File: config.mk
export PLATFORM = sky130hd
export DESIGN_NAME = eight_bit_cpu_execute_unit
export DESIGN_NICKNAME = d
export VERILOG_FILES = /design/src/rtl/ecu_pkg.sv /design/src/rtl/eight_bit_cpu_execute_unit.sv
export VERILOG_INCLUDE_DIRS = /design/src /design/src/rtl
export SDC_FILE = /design/constraint.sdc
export NUM_CORES = 1
export LEC_CHECK = 0
export ABC_AREA = 1
export BUFFER_PORTS_ARGS = -buffer_cell sky130_fd_sc_hd__clkbuf_2
export CAP_MARGIN = 20
export CORE_AREA = 2 2 150 152
export DETAILED_ROUTE_END_ITERATION = 10
export DIE_AREA = 0 0 152 154
export GPL_TIMING_DRIVEN = 0
export SLEW_MARGIN = 20
export SYNTH_ARGS = -nofsm -noshare
export SYNTH_HDL_FRONTEND = slang
export SYNTH_SLANG_ARGS = --single-unit
File: constraint.sdc
create_clock -name clk -period 7.25 [get_ports clk]
set_clock_uncertainty 0.05 [all_clocks]
set_input_delay 1.45 -clock clk [delete_from_list [all_inputs] [get_ports clk]]
set_output_delay 1.45 -clock clk [all_outputs]
set_load 0.02 [all_outputs]
File: src/rtl/assert_macros.svh
// assertion macros used by the execute unit
// clocked on clk; ECU_ASSERT checks are off while rst_n is low, ECU_ASSERT_ALWAYS ones are not
`ifndef ASSERT_MACROS_SVH
`define ASSERT_MACROS_SVH

`ifndef SYNTHESIS

`define ECU_ASSERT(lbl, prop) \
  lbl: assert property (@(posedge clk) disable iff (!rst_n) prop) \
    else $error("execute unit check failed");

`define ECU_ASSERT_ALWAYS(lbl, prop) \
  lbl: assert property (@(posedge clk) prop) \
    else $error("execute unit check failed");

`else

`define ECU_ASSERT(lbl, prop)

`define ECU_ASSERT_ALWAYS(lbl, prop)

`endif

`endif

File: src/rtl/ecu_pkg.sv
`timescale 1ns / 1ps

package ecu_pkg;

  localparam int unsigned CMD_W   = 6;
  localparam int unsigned BYTE_W  = 8;
  localparam int unsigned ADDR_W  = 16;
  localparam int unsigned IN_W    = 32;
  localparam int unsigned OUT_W   = 80;

  // operation numbers
  localparam logic [CMD_W-1:0] OP_ADC = 6'd0;
  localparam logic [CMD_W-1:0] OP_AND = 6'd1;
  localparam logic [CMD_W-1:0] OP_ASL = 6'd2;
  localparam logic [CMD_W-1:0] OP_BCC = 6'd3;
  localparam logic [CMD_W-1:0] OP_BCS = 6'd4;
  localparam logic [CMD_W-1:0] OP_BEQ = 6'd5;
  localparam logic [CMD_W-1:0] OP_BIT = 6'd6;
  localparam logic [CMD_W-1:0] OP_BMI = 6'd7;
  localparam logic [CMD_W-1:0] OP_BNE = 6'd8;
  localparam logic [CMD_W-1:0] OP_BPL = 6'd9;
  localparam logic [CMD_W-1:0] OP_BVC = 6'd10;
  localparam logic [CMD_W-1:0] OP_BVS = 6'd11;
  localparam logic [CMD_W-1:0] OP_CLC = 6'd12;
  localparam logic [CMD_W-1:0] OP_CLD = 6'd13;
  localparam logic [CMD_W-1:0] OP_CLI = 6'd14;
  localparam logic [CMD_W-1:0] OP_CLV = 6'd15;
  localparam logic [CMD_W-1:0] OP_CMP = 6'd16;
  localparam logic [CMD_W-1:0] OP_CPX = 6'd17;
  localparam logic [CMD_W-1:0] OP_CPY = 6'd18;
  localparam logic [CMD_W-1:0] OP_DEC = 6'd19;
  localparam logic [CMD_W-1:0] OP_DEX = 6'd20;
  localparam logic [CMD_W-1:0] OP_DEY = 6'd21;
  localparam logic [CMD_W-1:0] OP_EOR = 6'd22;
  localparam logic [CMD_W-1:0] OP_INC = 6'd23;
  localparam logic [CMD_W-1:0] OP_INX = 6'd24;
  localparam logic [CMD_W-1:0] OP_INY = 6'd25;
  localparam logic [CMD_W-1:0] OP_JMP = 6'd26;
  localparam logic [CMD_W-1:0] OP_LDA = 6'd27;
  localparam logic [CMD_W-1:0] OP_LDX = 6'd28;
  localparam logic [CMD_W-1:0] OP_LDY = 6'd29;
  localparam logic [CMD_W-1:0] OP_LSR = 6'd30;
  localparam logic [CMD_W-1:0] OP_NOP = 6'd31;
  localparam logic [CMD_W-1:0] OP_ORA = 6'd32;
  localparam logic [CMD_W-1:0] OP_ROL = 6'd33;
  localparam logic [CMD_W-1:0] OP_ROR = 6'd34;
  localparam logic [CMD_W-1:0] OP_SBC = 6'd35;
  localparam logic [CMD_W-1:0] OP_SEC = 6'd36;
  localparam logic [CMD_W-1:0] OP_SED = 6'd37;
  localparam logic [CMD_W-1:0] OP_SEI = 6'd38;
  localparam logic [CMD_W-1:0] OP_STA = 6'd39;
  localparam logic [CMD_W-1:0] OP_STX = 6'd40;
  localparam logic [CMD_W-1:0] OP_STY = 6'd41;
  localparam logic [CMD_W-1:0] OP_TAX = 6'd42;
  localparam logic [CMD_W-1:0] OP_TAY = 6'd43;
  localparam logic [CMD_W-1:0] OP_TSX = 6'd44;
  localparam logic [CMD_W-1:0] OP_TXA = 6'd45;
  localparam logic [CMD_W-1:0] OP_TXS = 6'd46;
  localparam logic [CMD_W-1:0] OP_TYA = 6'd47;

  // status bit positions
  localparam int unsigned FL_C = 0;
  localparam int unsigned FL_Z = 1;
  localparam int unsigned FL_I = 2;
  localparam int unsigned FL_D = 3;
  localparam int unsigned FL_V = 6;
  localparam int unsigned FL_N = 7;

  typedef logic [BYTE_W-1:0] byte_t;
  typedef logic [ADDR_W-1:0] addr_t;

endpackage

File: src/rtl/eight_bit_cpu_execute_unit.sv
`timescale 1ns / 1ps
// channel | dir | tdata fields, lowest bit first
// in_     | in  | cmd[5:0], operand_value[13:6], operand_address[29:14], zero fill to 32
// out_    | out | acc_out, x_out, y_out, status_out, mem_write, write_address,
//         |     | write_data, jump_taken, jump_target, zero fill to 80
//
// one item per cycle sustained while out_tready stays high; each item goes through
// the input register, then the alu and flag update into the result register
// the register file and flags change as an item moves into the result register
// rst_n (synchronous) clears both stages and zeroes a, x, y, sp and flags
// a stalled result holds the result register and, behind it, the input register

`include "assert_macros.svh"

module eight_bit_cpu_execute_unit (
  input  logic                     clk,
  input  logic                     rst_n,
  input  logic                     in_tvalid,
  output logic                     in_tready,
  // cmd, operand_value, operand_address, zero fill
  input  logic [ecu_pkg::IN_W-1:0] in_tdata,
  output logic                     out_tvalid,
  input  logic                     out_tready,
  // acc_out, x_out, y_out, status_out, mem_write, write_address,
  // write_data, jump_taken, jump_target, zero fill
  output logic [ecu_pkg::OUT_W-1:0] out_tdata
);

  logic                           s1_valid_r;
  logic [ecu_pkg::CMD_W-1:0]      s1_cmd_r;
  ecu_pkg::byte_t                 s1_val_r;
  ecu_pkg::addr_t                 s1_addr_r;

  ecu_pkg::byte_t acc_r, acc_nxt;
  ecu_pkg::byte_t x_r, x_nxt;
  ecu_pkg::byte_t y_r, y_nxt;
  ecu_pkg::byte_t sp_r, sp_nxt;
  ecu_pkg::byte_t flags_r, flags_nxt;

  logic                      out_valid_r;
  logic [ecu_pkg::OUT_W-1:0] out_data_r, out_data_nxt;

  logic           in_go;
  logic           s1_go;
  logic           wr;
  logic           jmp;
  ecu_pkg::byte_t wdata;
  ecu_pkg::byte_t m;
  ecu_pkg::byte_t m_add;
  ecu_pkg::byte_t res;
  ecu_pkg::byte_t cmp_reg;
  logic [8:0]     sum9;
  logic [8:0]     diff9;

  assign in_go     = in_tvalid && in_tready;
  assign s1_go     = s1_valid_r && (!out_valid_r || out_tready);
  assign in_tready = !s1_valid_r || s1_go;

  assign out_tvalid = out_valid_r;
  assign out_tdata  = out_data_r;

  assign m     = s1_val_r;
  assign m_add = (s1_cmd_r == ecu_pkg::OP_SBC) ? ~m : m;
  assign sum9  = {1'b0, acc_r} + {1'b0, m_add} + {8'd0, flags_r[ecu_pkg::FL_C]};

  always_comb begin
    case (s1_cmd_r)
      ecu_pkg::OP_CPX: cmp_reg = x_r;
      ecu_pkg::OP_CPY: cmp_reg = y_r;
      default:         cmp_reg = acc_r;
    endcase
  end

  assign diff9 = {1'b0, cmp_reg} - {1'b0, m};

  always_comb begin
    acc_nxt   = acc_r;
    x_nxt     = x_r;
    y_nxt     = y_r;
    sp_nxt    = sp_r;
    flags_nxt = flags_r;
    wr        = 1'b0;
    jmp       = 1'b0;
    wdata     = '0;
    res       = '0;

    case (s1_cmd_r)
      ecu_pkg::OP_ADC, ecu_pkg::OP_SBC: begin
        acc_nxt = sum9[7:0];
        flags_nxt[ecu_pkg::FL_C] = sum9[8];
        // same-sign addends, opposite-sign sum
        flags_nxt[ecu_pkg::FL_V] = ~(acc_r[7] ^ m_add[7]) & (acc_r[7] ^ sum9[7]);
        res = sum9[7:0];
      end
      ecu_pkg::OP_AND: begin acc_nxt = acc_r & m; res = acc_r & m; end
      ecu_pkg::OP_EOR: begin acc_nxt = acc_r ^ m; res = acc_r ^ m; end
      ecu_pkg::OP_ORA: begin acc_nxt = acc_r | m; res = acc_r | m; end
      ecu_pkg::OP_ASL: begin
        res = {m[6:0], 1'b0};
        acc_nxt = res;
        flags_nxt[ecu_pkg::FL_C] = m[7];
      end
      ecu_pkg::OP_LSR: begin
        res = {1'b0, m[7:1]};
        acc_nxt = res;
        flags_nxt[ecu_pkg::FL_C] = m[0];
      end
      ecu_pkg::OP_ROL: begin
        res = {m[6:0], flags_r[ecu_pkg::FL_C]};
        acc_nxt = res;
        flags_nxt[ecu_pkg::FL_C] = m[7];
      end
      ecu_pkg::OP_ROR: begin
        res = {flags_r[ecu_pkg::FL_C], m[7:1]};
        acc_nxt = res;
        flags_nxt[ecu_pkg::FL_C] = m[0];
      end
      ecu_pkg::OP_BCC: jmp = !flags_r[ecu_pkg::FL_C];
      ecu_pkg::OP_BCS: jmp = flags_r[ecu_pkg::FL_C];
      ecu_pkg::OP_BEQ: jmp = flags_r[ecu_pkg::FL_Z];
      ecu_pkg::OP_BNE: jmp = !flags_r[ecu_pkg::FL_Z];
      ecu_pkg::OP_BMI: jmp = flags_r[ecu_pkg::FL_N];
      ecu_pkg::OP_BPL: jmp = !flags_r[ecu_pkg::FL_N];
      ecu_pkg::OP_BVS: jmp = flags_r[ecu_pkg::FL_V];
      ecu_pkg::OP_BVC: jmp = !flags_r[ecu_pkg::FL_V];
      ecu_pkg::OP_JMP: jmp = 1'b1;
      ecu_pkg::OP_BIT: begin
        flags_nxt[ecu_pkg::FL_Z] = ((acc_r & m) == '0);
        flags_nxt[ecu_pkg::FL_V] = m[6];
        flags_nxt[ecu_pkg::FL_N] = m[7];
      end
      ecu_pkg::OP_CLC: flags_nxt[ecu_pkg::FL_C] = 1'b0;
      ecu_pkg::OP_CLD: flags_nxt[ecu_pkg::FL_D] = 1'b0;
      ecu_pkg::OP_CLI: flags_nxt[ecu_pkg::FL_I] = 1'b0;
      ecu_pkg::OP_CLV: flags_nxt[ecu_pkg::FL_V] = 1'b0;
      ecu_pkg::OP_SEC: flags_nxt[ecu_pkg::FL_C] = 1'b1;
      ecu_pkg::OP_SED: flags_nxt[ecu_pkg::FL_D] = 1'b1;
      ecu_pkg::OP_SEI: flags_nxt[ecu_pkg::FL_I] = 1'b1;
      ecu_pkg::OP_CMP, ecu_pkg::OP_CPX, ecu_pkg::OP_CPY: begin
        flags_nxt[ecu_pkg::FL_C] = !diff9[8];
        flags_nxt[ecu_pkg::FL_Z] = (cmp_reg == m);
        flags_nxt[ecu_pkg::FL_N] = diff9[7];
      end
      ecu_pkg::OP_DEC: begin res = m - 8'd1; wr = 1'b1; wdata = res; end
      ecu_pkg::OP_INC: begin res = m + 8'd1; wr = 1'b1; wdata = res; end
      ecu_pkg::OP_DEX: begin res = x_r - 8'd1; x_nxt = res; end
      ecu_pkg::OP_DEY: begin res = y_r - 8'd1; y_nxt = res; end
      ecu_pkg::OP_INX: begin res = x_r + 8'd1; x_nxt = res; end
      ecu_pkg::OP_INY: begin res = y_r + 8'd1; y_nxt = res; end
      ecu_pkg::OP_LDA: begin res = m; acc_nxt = m; end
      ecu_pkg::OP_LDX: begin res = m; x_nxt = m; end
      ecu_pkg::OP_LDY: begin res = m; y_nxt = m; end
      ecu_pkg::OP_STA: begin wr = 1'b1; wdata = acc_r; end
      ecu_pkg::OP_STX: begin wr = 1'b1; wdata = x_r; end
      ecu_pkg::OP_STY: begin wr = 1'b1; wdata = y_r; end
      ecu_pkg::OP_TAX: begin res = acc_r; x_nxt = acc_r; end
      ecu_pkg::OP_TAY: begin res = acc_r; y_nxt = acc_r; end
      ecu_pkg::OP_TSX: begin res = sp_r; x_nxt = sp_r; end
      ecu_pkg::OP_TXA: begin res = x_r; acc_nxt = x_r; end
      ecu_pkg::OP_TYA: begin res = y_r; acc_nxt = y_r; end
      ecu_pkg::OP_TXS: sp_nxt = x_r;
      default: ;
    endcase

    // z and n follow the result byte for every op that loads a result
    case (s1_cmd_r)
      ecu_pkg::OP_ADC, ecu_pkg::OP_SBC, ecu_pkg::OP_AND, ecu_pkg::OP_EOR,
      ecu_pkg::OP_ORA, ecu_pkg::OP_ASL, ecu_pkg::OP_LSR, ecu_pkg::OP_ROL,
      ecu_pkg::OP_ROR, ecu_pkg::OP_DEC, ecu_pkg::OP_INC, ecu_pkg::OP_DEX,
      ecu_pkg::OP_DEY, ecu_pkg::OP_INX, ecu_pkg::OP_INY, ecu_pkg::OP_LDA,
      ecu_pkg::OP_LDX, ecu_pkg::OP_LDY, ecu_pkg::OP_TAX, ecu_pkg::OP_TAY,
      ecu_pkg::OP_TSX, ecu_pkg::OP_TXA, ecu_pkg::OP_TYA: begin
        flags_nxt[ecu_pkg::FL_Z] = (res == '0);
        flags_nxt[ecu_pkg::FL_N] = res[7];
      end
      default: ;
    endcase

    out_data_nxt = {6'd0,
                    jmp ? s1_addr_r : 16'd0,
                    jmp,
                    wr ? wdata : 8'd0,
                    wr ? s1_addr_r : 16'd0,
                    wr,
                    flags_nxt, y_nxt, x_nxt, acc_nxt};
  end

  always_ff @(posedge clk) begin
    if (!rst_n) begin
      s1_valid_r  <= 1'b0;
      out_valid_r <= 1'b0;
      acc_r       <= '0;
      x_r         <= '0;
      y_r         <= '0;
      sp_r        <= '0;
      flags_r     <= '0;
    end else begin
      if (in_tready) begin
        s1_valid_r <= in_tvalid;
      end
      if (s1_go) begin
        out_valid_r <= 1'b1;
        acc_r       <= acc_nxt;
        x_r         <= x_nxt;
        y_r         <= y_nxt;
        sp_r        <= sp_nxt;
        flags_r     <= flags_nxt;
      end else if (out_tready) begin
        out_valid_r <= 1'b0;
      end
    end
  end

  always_ff @(posedge clk) begin
    if (in_go) begin
      s1_cmd_r  <= in_tdata[5:0];
      s1_val_r  <= in_tdata[13:6];
      s1_addr_r <= in_tdata[29:14];
    end
    if (s1_go) begin
      out_data_r <= out_data_nxt;
    end
  end

  `ECU_ASSERT(a_wr_fields_zero, out_valid_r && !out_data_r[32] |-> out_data_r[56:33] == '0)
  `ECU_ASSERT(a_jmp_fields_zero, out_valid_r && !out_data_r[57] |-> out_data_r[73:58] == '0)
  `ECU_ASSERT(a_wr_jmp_exclusive, out_valid_r |-> !(out_data_r[32] && out_data_r[57]))
  `ECU_ASSERT(a_s1_held, s1_valid_r && !s1_go |=> s1_valid_r && $stable(s1_cmd_r))
  `ECU_ASSERT(a_unused_flags, flags_r[5:4] == 2'b00 && (sp_r == $past(sp_r) || $past(s1_go)))

endmodule

==> results of run 1 <==
[per-layer routing]
layer | up-vias | GRT usage | share of wire
met5 | - | 0 | 0
met2 | 503 | 0.455 | 0.44
li1 | 4259 | - | -
met4 | 0 | 0.0988 | 0.027
met3 | 55 | 0.0550 | 0.086
met1 | 4296 | 0.432 | 0.44
[final cells by class]
cell class | instances | area (um2) | share of cell area
multi-input cells | 856 | 4390 | 0.417
plain buffers | 40 | 201 | 0.0192
repair buffers | 108 | 541 | 0.0514
flip-flops and latches | 142 | 3860 | 0.368
well taps | 280 | 350 | 0.0333
inverters | 162 | 613 | 0.0583
clock buffers | 18 | 429 | 0.0408
clock inverters | 14 | 125 | 0.0119
[flip-flops by register name (all words and copies together), names as in the netlist, 6 cells and up]
register / count
acc_r: 8
flags_r: 6
m: 8
out_tdata: 72
s1_addr_r: 16
s1_cmd_r: 6
sp_r: 8
x_r: 8
y_r: 8
[kinds of logic (layout without fill, tap and decap cells)]
kind of cell / after synthesis / in the layout / synth area share
xor+xnor: 17 / 17 / 0.0165
compound gates: 195 / 195 / 0.123
fa+ha+maj: 39 / 39 / 0.0557
simple gates: 597 / 597 / 0.287
buf+inv: 202 / 342 / 0.0896
other cells: 1 / 8 / 0.000415
flops: 142 / 142 / 0.428
[cell usage in the layout (no fill, tap or decap), types with 8 or more instances in the layout]
master / synthesis / final
buf_2: 8 / 8
nor3_1: 17 / 17
nand4_1: 20 / 20
nor2_1: 138 / 138
a21oi_1: 66 / 66
xor2_1: 15 / 15
edfxtp_1: 102 / 102
inv_1: 151 / 150
clkbuf_2: 0 / 108
nand3_1: 104 / 104
nand2_1: 278 / 278
o21ai_0: 81 / 81
buf_4: 9 / 9
ha_1: 37 / 37
dfxtp_1: 40 / 40
nor2_2: 9 / 9
clkbuf_16: 0 / 17
o22ai_1: 8 / 8
conb_1: 1 / 8
clkbuf_1: 22 / 23
[where the power goes]
part           internal (mW)  total [mW]  switching, mW
clock network          0.451       0.848          0.397
logic                  0.103       0.366          0.263
registers              0.924       0.963         0.0397
total                   1.48        2.18          0.699
[worst min-delay path: cells and delay by family, from the launching register on]
family / cells / cell delay [ps]
compound gates: 1 / 70
flops: 1 / 320
simple gates: 1 / 80
[worst paths after layout]
path	to	from	slack [ps]	depth (start not counted)
max reg2reg	flags_r[1]$_SDFFE_PN0P_	s1_cmd_r[5]$_DFFE_PP_	2910	20
max	flags_r[1]$_SDFFE_PN0P_	s1_cmd_r[5]$_DFFE_PP_	2910	20
min	out_tvalid$_SDFFE_PN0P_	out_tvalid$_SDFFE_PN0P_	470	2
min reg2reg	out_tvalid$_SDFFE_PN0P_	out_tvalid$_SDFFE_PN0P_	470	2
==> out/results.txt, run 1 <==
RSZ-0062 raised after global routing = false
post-layout total power = 2.18 mW
critical path required time = 7570 ps
TritonCTS Buffers = 17
synthesis-to-finish area growth = 16.3%
Peak supply drop = 0.000137 V
setup tns final = 0 ps
Clock Latency Late Sink = 430 ps
total of max-cap violations = 0
final core utilization = 0.485
detailed-route vias per instance = 5.63
top cell type's share of synthesized area = 0.339
critical-path cell list = nor2_1 > buf_2 > nand2_1 > nor2_1 > inv_1 > nand2_1 > inv_1 > a21oi_1 > o21ai_0 > o21ai_0 > inv_1 > ha_1 > nand2_1 > inv_1 > nand2_1 > o41ai_1 > o21ai_0 > nand3_1 > nand2_1 > inv_1
Die Area = 0.0234 mm2
Hold WC Path Type = reg -> reg
Core Area = 0.0217 mm2
max incr delay on CP = 680 ps
Post-DRT Antenna Nets = 0
post-route insts no fill = 1620
synthesized instance count = 1193
hold_ws = 465 ps
placed wire-length estimate = 27.1 mm
Worst Setup End Kind = flip-flop
crit path kind = reg -> reg
Diodes inserted = 0
post-cts sizing count = 0
Netlist cell types = 52
Slew Limit Headroom = 0.241
DR WL/cell = 21.8 um
CP max FO = 10
commonest cells in the netlist = nand2_1, inv_1, nor2_1
Synth warnings = 0
most frequent cell after synthesis = nand2_1
CTS tree = built
Slew Viols, Final = 0
total gr overflow = 0
delay-heaviest family, CP = compound AO/OA/AOI/OAI gates
row cnt = 54
Setup Viol. Count Final = 0
DP Area = 0.00995 mm2
CP bufs+invs = 6
final setup margin = 2910 ps
most used flip-flop cell after synthesis = edfxtp_1
Yosys reg bits = 142
clock slew at reported path FFs = 70 ps
clk sink count = 142
count of final hold-check violations = 0
post-synthesis sequential area ratio = 0.428
status = finished clean
Power Density = 207 mW/mm2
largest net degree at the start of global routing = 80
Die X-Extent = 152 um
Clock Path Buffers = 2
worst slack, placed = 3030 ps
vias in the first global route = 8346
CP Launch Type = flip-flop
Peak Freq = 0.231 GHz
initial antenna violation count = 0
Period Utilization, post-route = 0.598
fillers = 2213
Static Leak = 5.03 nW
layout cells sized above 1 = 0.140
CP max stage cell = o41ai_1
Post-Layout Inst Area = 0.0105 mm2
dpl cells = 1587
Starting Density = 0.417
first-pass GRT wire length = 52.9 mm
Synth area leaders = edfxtp_1, nand2_1, dfxtp_1, inv_1, nand3_1
Top Ports = 118
CTS HTree Levels = 4
vias after detailed routing = 9113
I/O Buffers = 107
Worst EP arrival = 4660 ps
Mapped Avg Cell Area = 7.57 um2
RD Place Congestion = 1.05
final net count = 1402
Slew @ Worst Pin = 1130 ps
Post-synth EDFFs = 102
DRC = 0
Final min period = 4340 ps
GRT Resource Usage Total = 0.300
chip height = 154 um
drt total wl = 35.2 mm
Post-CTS Hold Fix Bufs = 0
Syn Std Cell Area = 0.00903 mm2
Post-CTS Setup Repair Bufs = 0
largest area contributor in the netlist = edfxtp_1
DR pass1 iterations = 6
DRT iter0 DRCs = 1138
clock tree root buffer cell = clkbuf_16
ys async rst share = 0
Note: power is estimated with default switching activity, not from simulation.
==> inputs of run 2 (changes only) <==
clock period = 4.4 ns   (was 7.25 ns; I/O delays follow)
==> out/results.txt, run 2 (synthesized netlist as in run 1, its figures left out) <==
Hold Path Stages = 2 (unchanged)
Die Area = 0.0234 mm2 (unchanged)
fillers = 2211 (was 2213)
r2r worst-path depth = 23 (was 20)
synthesis-to-finish area growth = 16.6% (was 16.3%)
largest net degree at the start of global routing = 80 (unchanged)
commonest non-fill, non-tap cell in the layout = nand2_1 (unchanged)
Static Leak = 5.03 nW (about the same)
Period Utilization, post-route = 0.927 (was 0.598)
hold worst-path end = out_tvalid$_SDFFE_PN0P_ (unchanged)
Clock Path Buffers = 2 (unchanged)
RSZ-0062 raised after global routing = false (unchanged)
final setup margin = 320 ps (was 2910 ps)
final net count = 1402 (unchanged)
Post-DRT Antenna Nets = 0 (unchanged)
Die X-Extent = 152 um (unchanged)
Starting Density = 0.417 (unchanged)
clock tree root buffer cell = clkbuf_16 (unchanged)
DRT iter0 DRCs = 1178 (was 1138)
CTS HTree Levels = 4 (unchanged)
clk sink count = 142 (unchanged)
DR pass1 iterations = 7 (was 6)
initial antenna violation count = 0 (unchanged)
R2R Path Start = s1_cmd_r[5]$_DFFE_PP_ (unchanged)
Final min period = 4080 ps (was 4340 ps)
layout cells sized above 1 = 0.143 (was 0.140)
Peak Freq = 0.245 GHz (was 0.231 GHz)
Diodes inserted = 0 (unchanged)
Peak supply drop = 0.000230 V (was 0.000137 V)
Power Density = 341 mW/mm2 (was 207 mW/mm2)
first-pass GRT wire length = 52.9 mm (unchanged)
Worst Setup End Kind = flip-flop (unchanged)
vias in the first global route = 8346 (unchanged)
DP Area = 0.00995 mm2 (unchanged)
count of final hold-check violations = 0 (unchanged)
Core Area = 0.0217 mm2 (unchanged)
CP max FO = 10 (unchanged)
GRT Resource Usage Total = 0.300 (unchanged)
area occupied by multi-input gates = 0.00441 mm2 (was 0.00439 mm2)
Slew Viols, Final = 0 (unchanged)
DRC = 0 (unchanged)
chip height = 154 um (unchanged)
post-layout total power = 3.59 mW (was 2.18 mW)
row cnt = 54 (unchanged)
Critical R2R Capture = out_tdata[31]$_DFFE_PP_ (was flags_r[1]$_SDFFE_PN0P_)
critical path required time = 4530 ps (was 7570 ps)
post-cts sizing count = 0 (unchanged)
Post-Layout Inst Area = 0.0105 mm2 (about the same)
CTS tree = built (unchanged)
Post-CTS Setup Repair Bufs = 0 (unchanged)
placed wire-length estimate = 27.1 mm (unchanged)
drt total wl = 35.3 mm (was 35.2 mm)
TritonCTS Buffers = 17 (unchanged)
Slew @ Worst Pin = 1120 ps (was 1130 ps)
R2R Setup Slk = 320 ps (was 2910 ps)
vias after detailed routing = 9053 (was 9113)
status = finished clean (unchanged)
total of max-cap violations = 0 (unchanged)
max FFs per register = 72 (unchanged)
detailed-route vias per instance = 5.59 (was 5.63)
Clock Latency Late Sink = 440 ps (was 430 ps)
worst slack, placed = 176 ps (was 3030 ps)
Worst EP arrival = 4210 ps (was 4660 ps)
area occupied by registers = 0.00386 mm2 (unchanged)
worst hold start = out_tvalid$_SDFFE_PN0P_ (unchanged)
Slew Limit Headroom = 0.249 (was 0.241)
Top Ports = 118 (unchanged)
total gr overflow = 0 (unchanged)
I/O Buffers = 107 (unchanged)
RD Place Congestion = 1.05 (unchanged)
commonest cells after routing, fill and taps aside = nand2_1, inv_1, nor2_1 (unchanged)
crit path kind = reg -> reg (unchanged)
CP Launch Type = flip-flop (unchanged)
Post-CTS Hold Fix Bufs = 0 (unchanged)
Hold WC Path Type = reg -> reg (unchanged)
Setup Viol. Count Final = 0 (unchanged)
clock slew at reported path FFs = 70 ps (about the same)
DR WL/cell = 21.8 um (about the same)
-- run 2: power breakdown --
part | switching, mW | internal [mW] | total (mW)
logic | 0.434 | 0.171 | 0.605
registers | 0.0658 | 1.52 | 1.59
clock network | 0.659 | 0.743 | 1.40
-- run 2: metal layers --
layer  track usage  part of all wire  routed length [um]
met3        0.0550             0.086                3050
met4        0.0988             0.030                1050
met2         0.455              0.44               15600
met1         0.432              0.44               15600
met5             0                 0                   0
-- run 2: layout make-up --
type | count | area share
inverter | 162 | 0.0582
clock buffer | 18 | 0.0408
clock inverter | 14 | 0.0119
sequential | 142 | 0.367
multi-input combinational | 856 | 0.418
tap | 280 | 0.0333
buffer | 40 | 0.0191
timing repair buffer | 108 | 0.0513
-- run 2: critical path, stage by stage (launching register included) --
cell,delay [ps]
edfxtp_1,470
nor2_4,220
buf_2,260
nand2_1,150
nor2_2,200
inv_1,180
nand2_1,170
inv_1,180
a21oi_1,270
o21ai_0,150
o21ai_0,100
inv_1,70
ha_1,290
nand2_1,70
o21ai_0,180
nand4_1,140
nand2_1,90
nand2_1,100
nand3_1,90
nand3_1,70
nand2_1,60
inv_1,30
nor2_1,180
inv_1,60
-- run 2: worst max-delay path by stage --
stage / from / endpoint
global placement: out_tready / y_r[7]$_SDFFE_PN0P_
global route: s1_cmd_r[5]$_DFFE_PP_ / out_tdata[24]$_DFFE_PP_
floorplan: out_tready / y_r[7]$_SDFFE_PN0P_
finish: s1_cmd_r[5]$_DFFE_PP_ / out_tdata[31]$_DFFE_PP_
CTS: s1_cmd_r[2]$_DFFE_PP_ / flags_r[1]$_SDFFE_PN0P_
detailed placement: s1_cmd_r[2]$_DFFE_PP_ / flags_r[1]$_SDFFE_PN0P_
-- run 2: stage by stage --
step / util / hold slack [ps] / instances / TNS (ps)
3_3_place_gp: 0.459 / 449 / 1587 / -47760
4_1_cts: 0.484 / 470 / 1619 / 0
2_1_floorplan: - / 455 / 1200 / 0
5_1_grt: 0.486 / 521 / 1620 / 0
3_5_place_dp: 0.459 / 461 / 1587 / 0
6_report: 0.486 / 465 / 1620 / 0
